==> config.mk <==
export PLATFORM = sky130hd
export DESIGN_NAME = spa_ctrl
export DESIGN_NICKNAME = d
export VERILOG_FILES = /design/src/spa_pkg.sv /design/src/spa_ctrl.sv
export SDC_FILE = /design/constraint.sdc
export NUM_CORES = 1
export LEC_CHECK = 0
export ABC_AREA = 1
export BUFFER_PORTS_ARGS = -buffer_cell sky130_fd_sc_hd__buf_2
export CAP_MARGIN = 20
export CORE_MARGIN = 5
export CORE_UTILIZATION = 49
export DETAILED_ROUTE_END_ITERATION = 8
export GPL_TIMING_DRIVEN = 0
export PLACE_DENSITY_LB_ADDON = 0.1
export SYNTH_ARGS = -nofsm -noshare
export SYNTH_HDL_FRONTEND = slang
export SYNTH_SLANG_ARGS = --single-unit
==> constraint.sdc <==
create_clock -name clk_i -period 1.8 [get_ports clk_i]
set_clock_uncertainty 0.15 [all_clocks]
set_input_delay 0.36 -clock clk_i [delete_from_list [all_inputs] [get_ports clk_i]]
set_output_delay 0.36 -clock clk_i [all_outputs]
set_load 0.005 [all_outputs]
==> src/spa_pkg.sv <==
// ----------------------------------------------------------------------------
// spa_pkg
// Shared constants, codes and interface types for the spherical polygon
// area unit.
// ----------------------------------------------------------------------------
package spa_pkg;

  localparam int unsigned SineSteps = 24;
  localparam int unsigned StepW = $clog2(SineSteps);

  localparam logic [63:0] PiQ60 = 64'h3243F6A8885A308D;
  localparam logic [63:0] Deg7RadFull = PiQ60 / 64'd1800000000;
  localparam logic [30:0] Deg7RadQ60 = Deg7RadFull[30:0];

  localparam logic signed [33:0] CordicStart = 34'sd652032874;
  localparam logic signed [30:0] LatLimit = 31'sd900000000;
  localparam logic [22:0] RadiusReset = 23'd6378137;

  typedef enum logic [3:0] {
    MUL_NONE,
    MUL_LAT,
    MUL_DLON,
    MUL_RAD_LO,
    MUL_RAD_HI,
    MUL_RSQ,
    MUL_MLL,
    MUL_MLH,
    MUL_MHL,
    MUL_MHH
  } mul_sel_e;

  typedef enum logic [1:0] {
    ACC_HOLD,
    ACC_LOAD,
    ACC_ADD32,
    ACC_ADD64
  } acc_op_e;

  typedef struct packed {
    logic             capture;
    mul_sel_e         mul_sel;
    acc_op_e          acc_op;
    logic             rot_init;
    logic             rot_step;
    logic [StepW-1:0] step;
    logic             sine_load;
    logic             closing;
    logic             rad_load;
    logic             edge_add;
    logic             area_prep;
    logic             commit;
    logic             clear_ring;
    logic             out_load;
    logic             out_few;
  } dp_cmd_t;

  typedef struct packed {
    logic has_prev;
    logic too_few;
  } dp_sts_t;

  function automatic logic [29:0] atan_q30(input logic [StepW-1:0] idx);
    logic [29:0] val;
    case (idx)
      StepW'(0): val = 30'd843314857;
      StepW'(1): val = 30'd497837829;
      StepW'(2): val = 30'd263043837;
      StepW'(3): val = 30'd133525159;
      StepW'(4): val = 30'd67021687;
      StepW'(5): val = 30'd33543516;
      StepW'(6): val = 30'd16775851;
      StepW'(7): val = 30'd8388437;
      StepW'(8): val = 30'd4194283;
      StepW'(9): val = 30'd2097149;
      default: begin
        if (32'(idx) <= 32'd30) begin
          val = 30'(32'd1 << (32'd30 - 32'(idx)));
        end else begin
          val = '0;
        end
      end
    endcase
    return val;
  endfunction

endpackage

==> src/spa_ctrl.sv <==
// ----------------------------------------------------------------------------
// spa_ctrl
// Sequencer for one vertex: sine, edge term, closing edge, area scaling and
// the output handshake.
// ----------------------------------------------------------------------------
module spa_ctrl (
  input  logic             clk_i,
  input  logic             rst_ni,
  input  logic             s_valid_i,
  input  logic             s_last_i,
  output logic             s_ready_o,
  output logic             m_valid_o,
  input  logic             m_ready_i,
  input  spa_pkg::dp_sts_t sts_i,
  output spa_pkg::dp_cmd_t cmd_o
);
  import spa_pkg::*;

  localparam logic [4:0] S_IDLE   = 5'd0;
  localparam logic [4:0] S_LAT    = 5'd1;
  localparam logic [4:0] S_ZINIT  = 5'd2;
  localparam logic [4:0] S_ROT    = 5'd3;
  localparam logic [4:0] S_SINE   = 5'd4;
  localparam logic [4:0] S_EMUL   = 5'd5;
  localparam logic [4:0] S_ERAD   = 5'd6;
  localparam logic [4:0] S_EMLO   = 5'd7;
  localparam logic [4:0] S_EMHI   = 5'd8;
  localparam logic [4:0] S_EACC   = 5'd9;
  localparam logic [4:0] S_ESUM   = 5'd10;
  localparam logic [4:0] S_COMMIT = 5'd11;
  localparam logic [4:0] S_RMUL   = 5'd12;
  localparam logic [4:0] S_RCAP   = 5'd13;
  localparam logic [4:0] S_AM0    = 5'd14;
  localparam logic [4:0] S_AM1    = 5'd15;
  localparam logic [4:0] S_AM2    = 5'd16;
  localparam logic [4:0] S_AM3    = 5'd17;
  localparam logic [4:0] S_AM4    = 5'd18;
  localparam logic [4:0] S_OUT    = 5'd19;

  logic [4:0]       state_q, state_d;
  logic [StepW-1:0] cnt_q, cnt_d;
  logic             last_q, last_d;
  logic             closing_q, closing_d;
  logic             m_valid_q, m_valid_d;
  logic             out_free;

  assign out_free = !m_valid_q || m_ready_i;

  always_comb begin
    state_d   = state_q;
    cnt_d     = cnt_q;
    last_d    = last_q;
    closing_d = closing_q;
    cmd_o         = '0;
    cmd_o.mul_sel = MUL_NONE;
    cmd_o.acc_op  = ACC_HOLD;
    cmd_o.step    = cnt_q;
    cmd_o.closing = closing_q;
    s_ready_o     = (state_q == S_IDLE);
    m_valid_d     = m_valid_q && !m_ready_i;

    unique case (state_q)
      S_IDLE: begin
        if (s_valid_i) begin
          cmd_o.capture = 1'b1;
          last_d  = s_last_i;
          state_d = S_LAT;
        end
      end
      S_LAT: begin
        cmd_o.mul_sel = MUL_LAT;
        state_d = S_ZINIT;
      end
      S_ZINIT: begin
        cmd_o.rot_init = 1'b1;
        cnt_d   = '0;
        state_d = S_ROT;
      end
      S_ROT: begin
        cmd_o.rot_step = 1'b1;
        cnt_d = cnt_q + StepW'(1);
        if (cnt_q == StepW'(SineSteps - 1)) begin
          state_d = S_SINE;
        end
      end
      S_SINE: begin
        cmd_o.sine_load = 1'b1;
        state_d = sts_i.has_prev ? S_EMUL : S_COMMIT;
      end
      S_EMUL: begin
        cmd_o.mul_sel = MUL_DLON;
        state_d = S_ERAD;
      end
      S_ERAD: begin
        cmd_o.rad_load = 1'b1;
        state_d = S_EMLO;
      end
      S_EMLO: begin
        cmd_o.mul_sel = MUL_RAD_LO;
        state_d = S_EMHI;
      end
      S_EMHI: begin
        cmd_o.acc_op  = ACC_LOAD;
        cmd_o.mul_sel = MUL_RAD_HI;
        state_d = S_EACC;
      end
      S_EACC: begin
        cmd_o.acc_op = ACC_ADD32;
        state_d = S_ESUM;
      end
      S_ESUM: begin
        cmd_o.edge_add = 1'b1;
        state_d = closing_q ? S_RMUL : S_COMMIT;
      end
      S_COMMIT: begin
        if (!last_q) begin
          cmd_o.commit = 1'b1;
          state_d = S_IDLE;
        end else if (sts_i.too_few) begin
          state_d = S_OUT;
        end else begin
          closing_d = 1'b1;
          state_d   = S_EMUL;
        end
      end
      S_RMUL: begin
        cmd_o.mul_sel = MUL_RSQ;
        state_d = S_RCAP;
      end
      S_RCAP: begin
        cmd_o.area_prep = 1'b1;
        state_d = S_AM0;
      end
      S_AM0: begin
        cmd_o.mul_sel = MUL_MLL;
        state_d = S_AM1;
      end
      S_AM1: begin
        cmd_o.acc_op  = ACC_LOAD;
        cmd_o.mul_sel = MUL_MLH;
        state_d = S_AM2;
      end
      S_AM2: begin
        cmd_o.acc_op  = ACC_ADD32;
        cmd_o.mul_sel = MUL_MHL;
        state_d = S_AM3;
      end
      S_AM3: begin
        cmd_o.acc_op  = ACC_ADD32;
        cmd_o.mul_sel = MUL_MHH;
        state_d = S_AM4;
      end
      S_AM4: begin
        cmd_o.acc_op = ACC_ADD64;
        state_d = S_OUT;
      end
      S_OUT: begin
        if (out_free) begin
          cmd_o.out_load   = 1'b1;
          cmd_o.out_few    = !closing_q;
          cmd_o.clear_ring = 1'b1;
          m_valid_d = 1'b1;
          closing_d = 1'b0;
          state_d   = S_IDLE;
        end
      end
      default: begin
        state_d = S_IDLE;
      end
    endcase
  end

  always_ff @(posedge clk_i or negedge rst_ni) begin
    if (!rst_ni) begin
      state_q   <= S_IDLE;
      cnt_q     <= '0;
      last_q    <= 1'b0;
      closing_q <= 1'b0;
      m_valid_q <= 1'b0;
    end else begin
      state_q   <= state_d;
      cnt_q     <= cnt_d;
      last_q    <= last_d;
      closing_q <= closing_d;
      m_valid_q <= m_valid_d;
    end
  end

  assign m_valid_o = m_valid_q;

endmodule

Yosys cells after proc, flatten, opt, wreduce, memory -nomap -nowiden
Index checks and enable logic that the tools add are counted.
W data, S select, Z words.
{ "totals": {"ff_bits": 13, "latchBits": 0, "ram_bits": 0, "mem_bits_ro": 0, "input_bits": 7, "out_inout_bits": 25, "memories": 0} }
{ "op_classes": {"add_sub_neg": 1, "multipliers": 0, "div_mod_pow": 0, "n_lt_le_gt_ge": 0, "eq_ne": 25, "n_shift": 0, "muxes": 29, "bitwise": 0, "n_reduce_logical": 13} }
{ "ops": {"columns": ["operator", "n"], "rows": [
  ["$pmux W5 S20", 1],
  ["$eq A5 B4 Y1 const B", 8],
  ["$pmux W4 S9", 1],
  ["$eq A5 B5 Y1 const B", 5],
  ["$mux W5", 5],
  ["$eq A5 B3 Y1 const B", 4],
  ["$mux W1", 15],
  ["$eq A5 B2 Y1 const B", 2],
  ["$ne A2 B2 Y1 const B", 5],
  ["$pmux W5 S2", 1],
  ["$mux W3", 3],
  ["$pmux W2 S3", 1],
  ["$add A5 B1 Y5 const B", 1],
  ["$eq A5 B1 Y1 const B", 1],
  ["$logic_not A5 Y1", 1],
  ["$mux W4", 1],
  ["$reduce_and A4 Y1", 1],
  ["$reduce_bool A2 Y1", 2],
  ["$logic_not A1 Y1", 3],
  ["$reduce_and A3 Y1", 1],
  ["$reduce_or A3 Y1", 1],
  ["$pmux W1 S2", 1],
  ["$reduce_and A2 Y1", 1],
  ["$reduce_or A2 Y1", 1],
  ["other kinds (2)", 2]
]} }

Longest topological paths before layout
Gate-level depths: netlist of the first run.
{ "depth": {"word_depth": 4, "mapped_depth": 9, "depth_no_buf": 9} }

Least setup slack after synthesis of the first run
No wires, ideal clock.
{ "synth_path": {"path_kind": "register to output", "start": "register state_q[3]", "end": "output port cmd_o[2] (netlist name)", "arrival_time_ns": 1.157, "slack_ns": 0.133, "path_stages_with_launch": 5, "path_buffers": 1, "cell_sequence": "dfrtp_1 -> nor2_4 -> nand3_1 -> nor2_1 -> buf_4"} }
{ "synth_rtl": {"columns": ["item", "line_no", "text"], "rows": [
  ["from (decl)", "spa_ctrl.sv:40", "logic [4:0] state_q, state_d;"],
  ["from (signal assigned)", "spa_ctrl.sv:181", "state_q <= state_d;"],
  ["to (decl)", "spa_ctrl.sv:15", "output spa_pkg::dp_cmd_t cmd_o"]
]} }

==> out/metrics.cfg, run 1 <==
[global_routing]
grt_pass1_wl_um = 5230
grt_start_max_net_pins = 14
grt_usage_pct = 25.0
antenna_found_initial = 0
grt-ovfl-total = 0
grt_pass1_vias = 1220

[outcome]
failed_checks = setup timing
status = finished with violations

[routing]
drc = 0
wl_um = 3600
drt_iter0_markers = 40
drtPass1Iterations = 4
wl_per_cell_um = 14.9
drtAntennaViolNets = 0
vias = 1257
viasPerCell = 5.22

[synth]
post-synth-top-count-cell = nand2_1
syn_area_um2 = 987
synth_common_cells = nand2_1, nor2_1, inv_1, nand3_1, dfrtp_1
yosysSeqAreaShare_pct = 33.0
synth-edff-count = 0
ys_seq_elements = 13
yosysUniqueCellTypes = 28
post_synth.cell_area_avg_um2 = 6.76
ys.warnings.count = 0
synth_top_area_cell = dfrtp_1
syn_nets = 154
yosys-top-cells-area = dfrtp_1, nand2_1, nand3_1
synthArstFlopShare_pct = 100
yosys_most_used_dff = dfrtp_1
syn_inst = 146
synth_top_cell_area_share_pct = 33.0

[timing]
report.final.slew_viol_count = 0
setup_violations = 17
fmax_mhz = 504
setup_ws_ns = -0.182
worstMarginPinSlew_ns = 0.376
fin_crit_ns = 1.98
layout_worst_path_cycle_share_pct = 110
rsz0062_at_grt = true
slew-limit-headroom_pct = 74.8
hold_violations = 0

[floorplan]
die_x_um = 54.9
core_region_area_um2 = 1940
row_count = 16
initial_core_util_pct = 50.8
fp.dieArea_um2 = 3010
ios = 32
die_h_um = 54.9

[placement]
place.gp.congestion = 0.832
placed_cells = 204
pre_cts_ws_ns = -0.0416
dp_hpwl_um = 2020
portBuffers = 31

[cells_and_area]
syn2layout_area_growth_pct = 68.3
multi_input_area_um2 = 698
drive_above_1_share_pct = 53.7
antenna_cells = 0
seq_area_um2 = 330
layout.cells.non_filler = 241
nFillCells = 119
nets = 223

[power_and_ir_drop]
power.total_w = 0.00260
peakVddDrop_mv = 1.12
p_leak_nw = 0.915
powerDensity_nw_per_um2 = 1570

[critical_path]
crit_fanout = 3
slowest_stage = dfrtp_2
crit_required_ns = 1.29
start_kind = flip-flop
crit_family = flip-flops
cp.buffers_inverters = 2
path_cells = nor2_4 -> buf_4 -> nand3_4 -> nor3_1 -> buf_2
worstSetupPathType = reg -> out
worstSetupEndpointType = output pin
worstPathArrival_ns = 1.47
max_stage_delay_ns = 0.47

[clock_network]
clkTransAtPathRegs_ns = 0.09
cts_tree = done
h-tree-depth = 1
cts_made_buffers = 3
cts_sinks = 13
cts_root_buf = clkbuf_4
cts.path.max_buffers = 2
clkLatencyLatePin_ns = 0.27

[min_path]
hold_class = in -> reg

[job]
cap_viol_max_count = 0

worst paths after layout:
path | start | endpoint | slack [ns] | depth (start not counted)
worst max register to register | state_q[3]$_DFFE_PN0P_ | state_q[2]$_DFFE_PN0P_ | 0.08 | 9
worst min-delay path | s_last_i | last_q$_DFFE_PN0P_ | 0.16 | 3
min in group asynchronous | rst_ni | cnt_q[1]$_DFFE_PN0P_ | 0.35 | 2
worst min register to register | cnt_q[0]$_DFFE_PN0P_ | cnt_q[0]$_DFFE_PN0P_ | 0.41 | 1
max in group asynchronous | rst_ni | state_q[3]$_DFFE_PN0P_ | 0.89 | 2
worst max-delay path | state_q[3]$_DFFE_PN0P_ | cmd_o[0] | -0.18 | 5
per-stage QoR:
step | util, % | TNS (ns) | hold slack [ns] | cell area, µm²
6_report | 85.6 | -1.66 | 0.156 | 1660
2_1_floorplan | - | 0 | -0.0856 | 987
5_1_grt | 85.6 | -2.69 | 0.173 | 1660
3_5_place_dp | 60.6 | -0.116 | 0.119 | 1180
3_3_place_gp | 60.6 | -0.0578 | 0.109 | 1180
4_1_cts | 77.7 | -1.29 | 0.146 | 1510
placed cells by master (no fill, tap or decap), types with 2 or more instances in the layout:
master,Yosys,final
nand2_1,36,29
buf_4,2,29
buf_2,0,29
nand3_1,18,14
nor2_1,21,13
inv_1,18,13
dfrtp_1,13,9
nor2_4,3,8
nand2_2,2,6
buf_6,1,6
inv_2,2,5
nor3_1,5,4
nand3_4,1,4
nor2_2,1,4
o21ai_0,5,4
dfrtp_2,0,4
nand2_4,1,3
nand3_2,2,3
a21oi_1,4,3
clkbuf_4,0,3
inv_8,0,2
a21oi_2,1,2
o21ai_1,1,2
repair_timing:
item / in CTS / in global routing
pin swaps: 15 / 9
endpoints found under the hold margin: 13 / 0
gates resized for setup: 43 / 14
setup endpoints to repair: 18 / 20
hold buffers: 1 / 0
setup buffers: 19 / 13
cells by family after synthesis:
family	share of synthesized area, %
AND/OR/NAND/NOR	46.3
XOR/XNOR	0.887
adder cells (fa/ha/maj)	1.27
flip-flops	33.0
buffers and inverters	11.2
AO/OA/AOI/OAI	7.48
worst min-delay path, delay by kind of cell:
family	cells	cell delay, ns
buffers and inverters	1	0.08
AOI/OAI and AO/OA	1	0.06
and+or+nand+nor	1	0.04
cell type report:
cell class	count	area share, %
buffer	3	2.03
sequential	13	19.9
multi-input combinational	109	42.0
clock buffer	3	1.36
timing repair buffer	64	26.6
inverter	21	5.80
clock inverter	1	0.301
tap	27	2.03
layer usage:
metal / GRT usage (%) / wire (µm) / vias up
met5: 0 / 0 / -
met3: 3.00 / 194 / 10
li1: - / - / 604
met2: 48.0 / 1980 / 56
met4: 11.6 / 63 / 0
met1: 26.4 / 1360 / 587
state kept, by name, summed over array words and instances (netlist names):
register   flops
m_valid_o      1
cnt_q          5
closing_q      1
state_q        5
last_q         1
power breakdown:
| group | switching [W] | leakage (nW) | total, W | internal, W |
|---|---|---|---|---|
| clock | 0.000106 | 0.0177 | 0.000188 | 0.0000823 |
| sequential | 0.000164 | 0.165 | 0.000568 | 0.000405 |
| combinational | 0.000996 | 0.733 | 0.00185 | 0.000852 |
No activity file was read; power rests on OpenSTA's default activity.
==> run 2, diff against run 1 <==
- CELL_PAD_IN_SITES_DETAIL_PLACEMENT: unset -> 1
- CELL_PAD_IN_SITES_GLOBAL_PLACEMENT: unset -> 1
- CORE_UTILIZATION: 49 -> 34
==> run 2 against run 1 <==
Compared with the run above: count of clock-buffer cells in the layout grew 1; total power grew 0.88%; critical endpoint is now cmd_o[16]; non-clock buffer count shrank 1; critical path type unchanged; via count shrank 1.0%; sequential share of layout area is essentially flat; routed wire length grew 14%; fmax is essentially flat; the flow still finishes with violations (setup timing); global-route usage shrank 5.8 points; highest routed layer unchanged; largest cell class unchanged; combinational power is essentially flat; cell count grew 1.2%; final area shrank 0.38%; worst hold slack lost 0.018 ns.
==> out/metrics.cfg, run 2 (same netlist as run 1, synthesis figures left out) <==
[outcome]
status = finished with violations
failed_checks = setup timing

[floorplan]
row_count = 19
fp.dieArea_um2 = 4080
die_x_um = 63.9
core_region_area_um2 = 2780
initial_core_util_pct = 35.5
ios = 32
die_h_um = 63.9

[clock_network]
cts_root_buf = clkbuf_4
clkTransAtPathRegs_ns = 0.09
h-tree-depth = 1
cts_sinks = 13
cts.path.max_buffers = 2
cts_made_buffers = 3
cts_tree = done
clkLatencyLatePin_ns = 0.28

[power_and_ir_drop]
p_leak_nw = 0.905
peakVddDrop_mv = 0.908
powerDensity_nw_per_um2 = 1590
power.total_w = 0.00263

[timing]
layout_worst_path_cycle_share_pct = 110
fin_crit_ns = 1.98
setup_tns_ns = -2.00
fmax_mhz = 505
hold_violations = 0
slew-limit-headroom_pct = 74.0
setup_violations = 20
worstMarginPinSlew_ns = 0.389
rsz0062_at_grt = true
report.final.slew_viol_count = 0
setup_ws_ns = -0.181

[cells_and_area]
layout_commonest_cell = nand2_1
antenna_cells = 0
nFillCells = 353
fin_util_pct = 59.5
syn2layout_area_growth_pct = 67.7
drive_above_1_share_pct = 53.5
layout_common_cells = nand2_1, buf_4, buf_2, nand3_1, nor2_1
reg.largest.list = cnt_q (5), state_q (5)
layout.cells.non_filler = 244
nets = 222

[placement]
dp_hpwl_um = 2450
place.gp.congestion = 0.791
placed_cells = 208
portBuffers = 31
pre_cts_ws_ns = -0.131

[routing]
drtPass1Iterations = 4
drc = 0
drt_iter0_markers = 42
wl_um = 4080
vias = 1244
wl_per_cell_um = 16.7
viasPerCell = 5.10
drtAntennaViolNets = 0

[critical_path]
start_kind = flip-flop
r2r_start = state_q[1]$_DFFE_PN0P_
r2r_end = state_q[1]$_DFFE_PN0P_
crit_fanout = 6
worstPathArrival_ns = 1.47
ff2ff_path_depth = 11
crit_start = state_q[3]$_DFFE_PN0P_
worstSetupPathType = reg -> out
setup.worst_path.end = cmd_o[16]
crit_required_ns = 1.29
reg2reg_slack_ns = -0.10
worstSetupEndpointType = output pin

[global_routing]
grt_pass1_vias = 1336
grt-ovfl-total = 0
antenna_found_initial = 0
grt_start_max_net_pins = 14
grt_usage_pct = 19.3
grt_pass1_wl_um = 6260

[min_path]
hold_class = in -> reg

[job]
cap_viol_max_count = 0

[run 2: cell types whose count changed in the layout (fill, tap and decap cells not counted), sizes merged]
cell,previous run,this run
clkbuf,3,4
clkinv,1,2
inv,21,19
buf,66,65
[run 2: layout make-up]
class	instances	area [µm²]	share of cell area, %
multi-input combinational	109	688	41.6
buffer	3	30.0	1.81
sequential	13	329	19.9
tap	31	38.8	2.34
timing repair buffer	63	444	26.8
inverter	21	98.8	5.97
clock buffer	4	26.3	1.59
[run 2: worst min-delay path by stage]
stage | start | to | slack [ns] | cells past startpoint
floorplan | rst_ni | closing_q$_DFFE_PN0P_ | -0.09 | 0
global placement | rst_ni | cnt_q[0]$_DFFE_PN0P_ | 0.12 | 1
detailed placement | rst_ni | cnt_q[1]$_DFFE_PN0P_ | 0.13 | 1
CTS | s_last_i | last_q$_DFFE_PN0P_ | 0.14 | 3
global route | s_last_i | last_q$_DFFE_PN0P_ | 0.16 | 3
finish | s_last_i | last_q$_DFFE_PN0P_ | 0.14 | 3
[run 2: per-layer routing]
metal  track usage [%]  routed length (µm)  vias up
met5                 0                   0        -
met4              8.05                 132        0
met3              4.03                 164       10
met2              35.1                2190       29
met1              21.4                1600      601
li1                  -                   -      604
[run 2: metrics by stage]
| stage | hold WS (ns) | cell area [µm²] |
|---|---|---|
| after floorplan | -0.0856 | 987 |
| after global placement | 0.119 | 1180 |
| after detailed placement | 0.127 | 1180 |
| after CTS | 0.135 | 1490 |
| after global routing | 0.160 | 1660 |
| final | 0.138 | 1660 |
[run 2: worst max-delay path: stages, from the launching register on]
cell and delay, ns:
dfrtp_2 0.45, nor2_4 0.24, buf_6 0.15, nand3_4 0.08, nand2_2 0.08, or2_4 0.11
buf_6 0.08
[run 2: report_power, final]
part           internal (W)  leakage (nW)  switching, W
registers          0.000403         0.166      0.000174
clock network     0.0000858        0.0150     0.0000984
logic              0.000853         0.724       0.00101
[run 2: timing repair]
item	in CTS	in global routing
gates resized for setup	35	23
endpoints found under the hold margin	13	0
hold buffers	1	0
cloned	0	0
setup buffers	22	9
pin swaps	10	8
endpoints found under the setup margin	18	20
==> run 3, diff against run 2 <==
- TNS_END_PERCENT: unset -> 10
==> run 3 against run 2 <==
Compared with the run above: the run still ends with setup timing left; via count fell by 6.5%; critical path depth did not move; core utilization fell by 5.8 points; flip-flop and latch count did not move; combinational power fell by 19%; critical path type unchanged.
==> out/metrics.cfg, run 3 (same netlist as run 1, synthesis figures left out) <==
[clock_network]
h-tree-depth = 1
cts_root_buf = clkbuf_4
cts_made_buffers = 3
cts_sinks = 13
clkLatencyLatePin_ns = 0.27
cts_tree = done
cts.path.max_buffers = 2
clkTransAtPathRegs_ns = 0.08

[cells_and_area]
syn2layout_area_growth_pct = 51.5
fin_util_pct = 53.8
nets = 208
drive_above_1_share_pct = 48.2
reg.largest.list = cnt_q (5), state_q (5)
layout_commonest_cell = nand2_1
layout_common_cells = nand2_1, buf_2, buf_4, nand3_1, nor2_1
final_area_um2 = 1500
layout.cells.non_filler = 230
antenna_cells = 0
nFillCells = 360

[floorplan]
die_h_um = 63.9
fp.dieArea_um2 = 4080
initial_core_util_pct = 35.5
ios = 32
core_region_area_um2 = 2780
die_x_um = 63.9
row_count = 19

[critical_path]
cp.buffers_inverters = 2
slowest_stage = dfrtp_2
crit_fanout = 6
worstPathArrival_ns = 1.47
worstSetupEndpointType = output pin
crit_start = state_q[3]$_DFFE_PN0P_
path_cells = nor2_4 -> buf_6 -> nand3_4 -> nand2_2 -> or2_4 -> buf_6
cp_common_cell = buf_6
max_stage_delay_ns = 0.45
worstSetupPathType = reg -> out
reg2reg_slack_ns = 0.07
start_kind = flip-flop
ff2ff_path_depth = 8
crit_family = simple AND/OR/NAND/NOR gates
r2r_end = state_q[2]$_DFFE_PN0P_
crit_required_ns = 1.29
r2r_start = state_q[2]$_DFFE_PN0P_

[min_path]
hold_path_depth = 3
holdPathEnd = last_q$_DFFE_PN0P_
hold_class = in -> reg
hold_start = s_last_i

[routing]
vias = 1163
drtAntennaViolNets = 0
drtPass1Iterations = 4
wl_per_cell_um = 15.2
drc = 0
wl_um = 3490
viasPerCell = 5.06
drt_iter0_markers = 33

[outcome]
failed_checks = setup timing
status = finished with violations

[placement]
portBuffers = 31
pre_cts_ws_ns = -0.131
place.gp.congestion = 0.791
dp_hpwl_um = 2450
place_area_um2 = 1180
placed_cells = 208

[timing]
setup_ws_ns = -0.175
worstMarginPinSlew_ns = 0.377
fmax_mhz = 506
setup_violations = 18
hold_violations = 0
report.final.slew_viol_count = 0
slew-limit-headroom_pct = 74.8
rsz0062_at_grt = true
fin_crit_ns = 1.98
layout_worst_path_cycle_share_pct = 110

[global_routing]
grt_usage_pct = 17.3
grt-ovfl-total = 0
grt_start_max_net_pins = 14
use_met3_pct = 2.63
grt_pass1_vias = 1237
grt_pass1_wl_um = 5710
grt.met1_usage_pct = 20.2
grtUsageMet2_pct = 32.3
antenna_found_initial = 0
top_usage_layer = met2

[job]
cap_viol_max_count = 0

[power_and_ir_drop]
p_leak_nw = 0.815
peakVddDrop_mv = 0.804
powerDensity_nw_per_um2 = 1520

[run 3: cell types whose count changed in the layout (fill, tap and decap cells not counted), sizes merged]
| cell | delta |
|---|---|
| buf | -14 |
[run 3: how the worst max path moves through the flow]
stage / end / slack, ns / cells past startpoint
after global routing: cmd_o[16] / -0.25 / 6
after CTS: cmd_o[18] / -0.17 / 7
after detailed placement: cmd_o[19] / -0.13 / 7
after global placement: cmd_o[2] / -0.04 / 5
after floorplan: cmd_o[2] / 0.13 / 4
final: cmd_o[16] / -0.18 / 6
[run 3: final cells by class]
class                           instances  area (µm²)  area share (%)
Inverter                               21        98.8            6.61
Tap cell                               31        38.8            2.59
Buffer                                  3        30.0            2.01
Timing Repair Buffer                   49         313            20.9
Multi-Input combinational cell        109         659            44.1
Clock buffer                            4        26.3            1.76
Sequential cell                        13         329            22.0
[run 3: where the power goes]
part | internal [W] | switching, W
logic | 0.000638 | 0.000881
clock network | 0.0000858 | 0.0000941
registers | 0.000403 | 0.000165
total | 0.00113 | 0.00114
[run 3: through the flow]
| stage | total power (W) | hold slack (ns) | setup TNS (ns) |
|---|---|---|---|
| floorplan | 0.00127 | -0.0856 | 0 |
| global placement | 0.00160 | 0.119 | -0.0848 |
| detailed placement | 0.00163 | 0.127 | -0.302 |
| CTS | 0.00214 | 0.135 | -1.87 |
| global route | 0.00248 | 0.159 | -3.22 |
| finish | 0.00227 | 0.143 | -1.64 |
[run 3: what timing repair did]
action	in CTS	in global routing
setup buffers	11	6
pin swaps	7	10
endpoints found under the setup margin	18	18
hold buffers	1	0
gates resized for setup	35	13
gates cloned	0	0
hold endpoints to repair	13	0
[run 3: layer usage]
metal,vias up,share of wire (%)
li1,578,-
met1,558,40
met2,23,55
met3,4,3.8
met4,0,1.1
met5,-,0
[run 3: worst min-delay path: cells and delay by family]
kind | cells | cell delay [ns]
AO/OA/AOI/OAI | 1 | 0.06
buffers and inverters | 1 | 0.07
AND/OR/NAND/NOR | 1 | 0.04
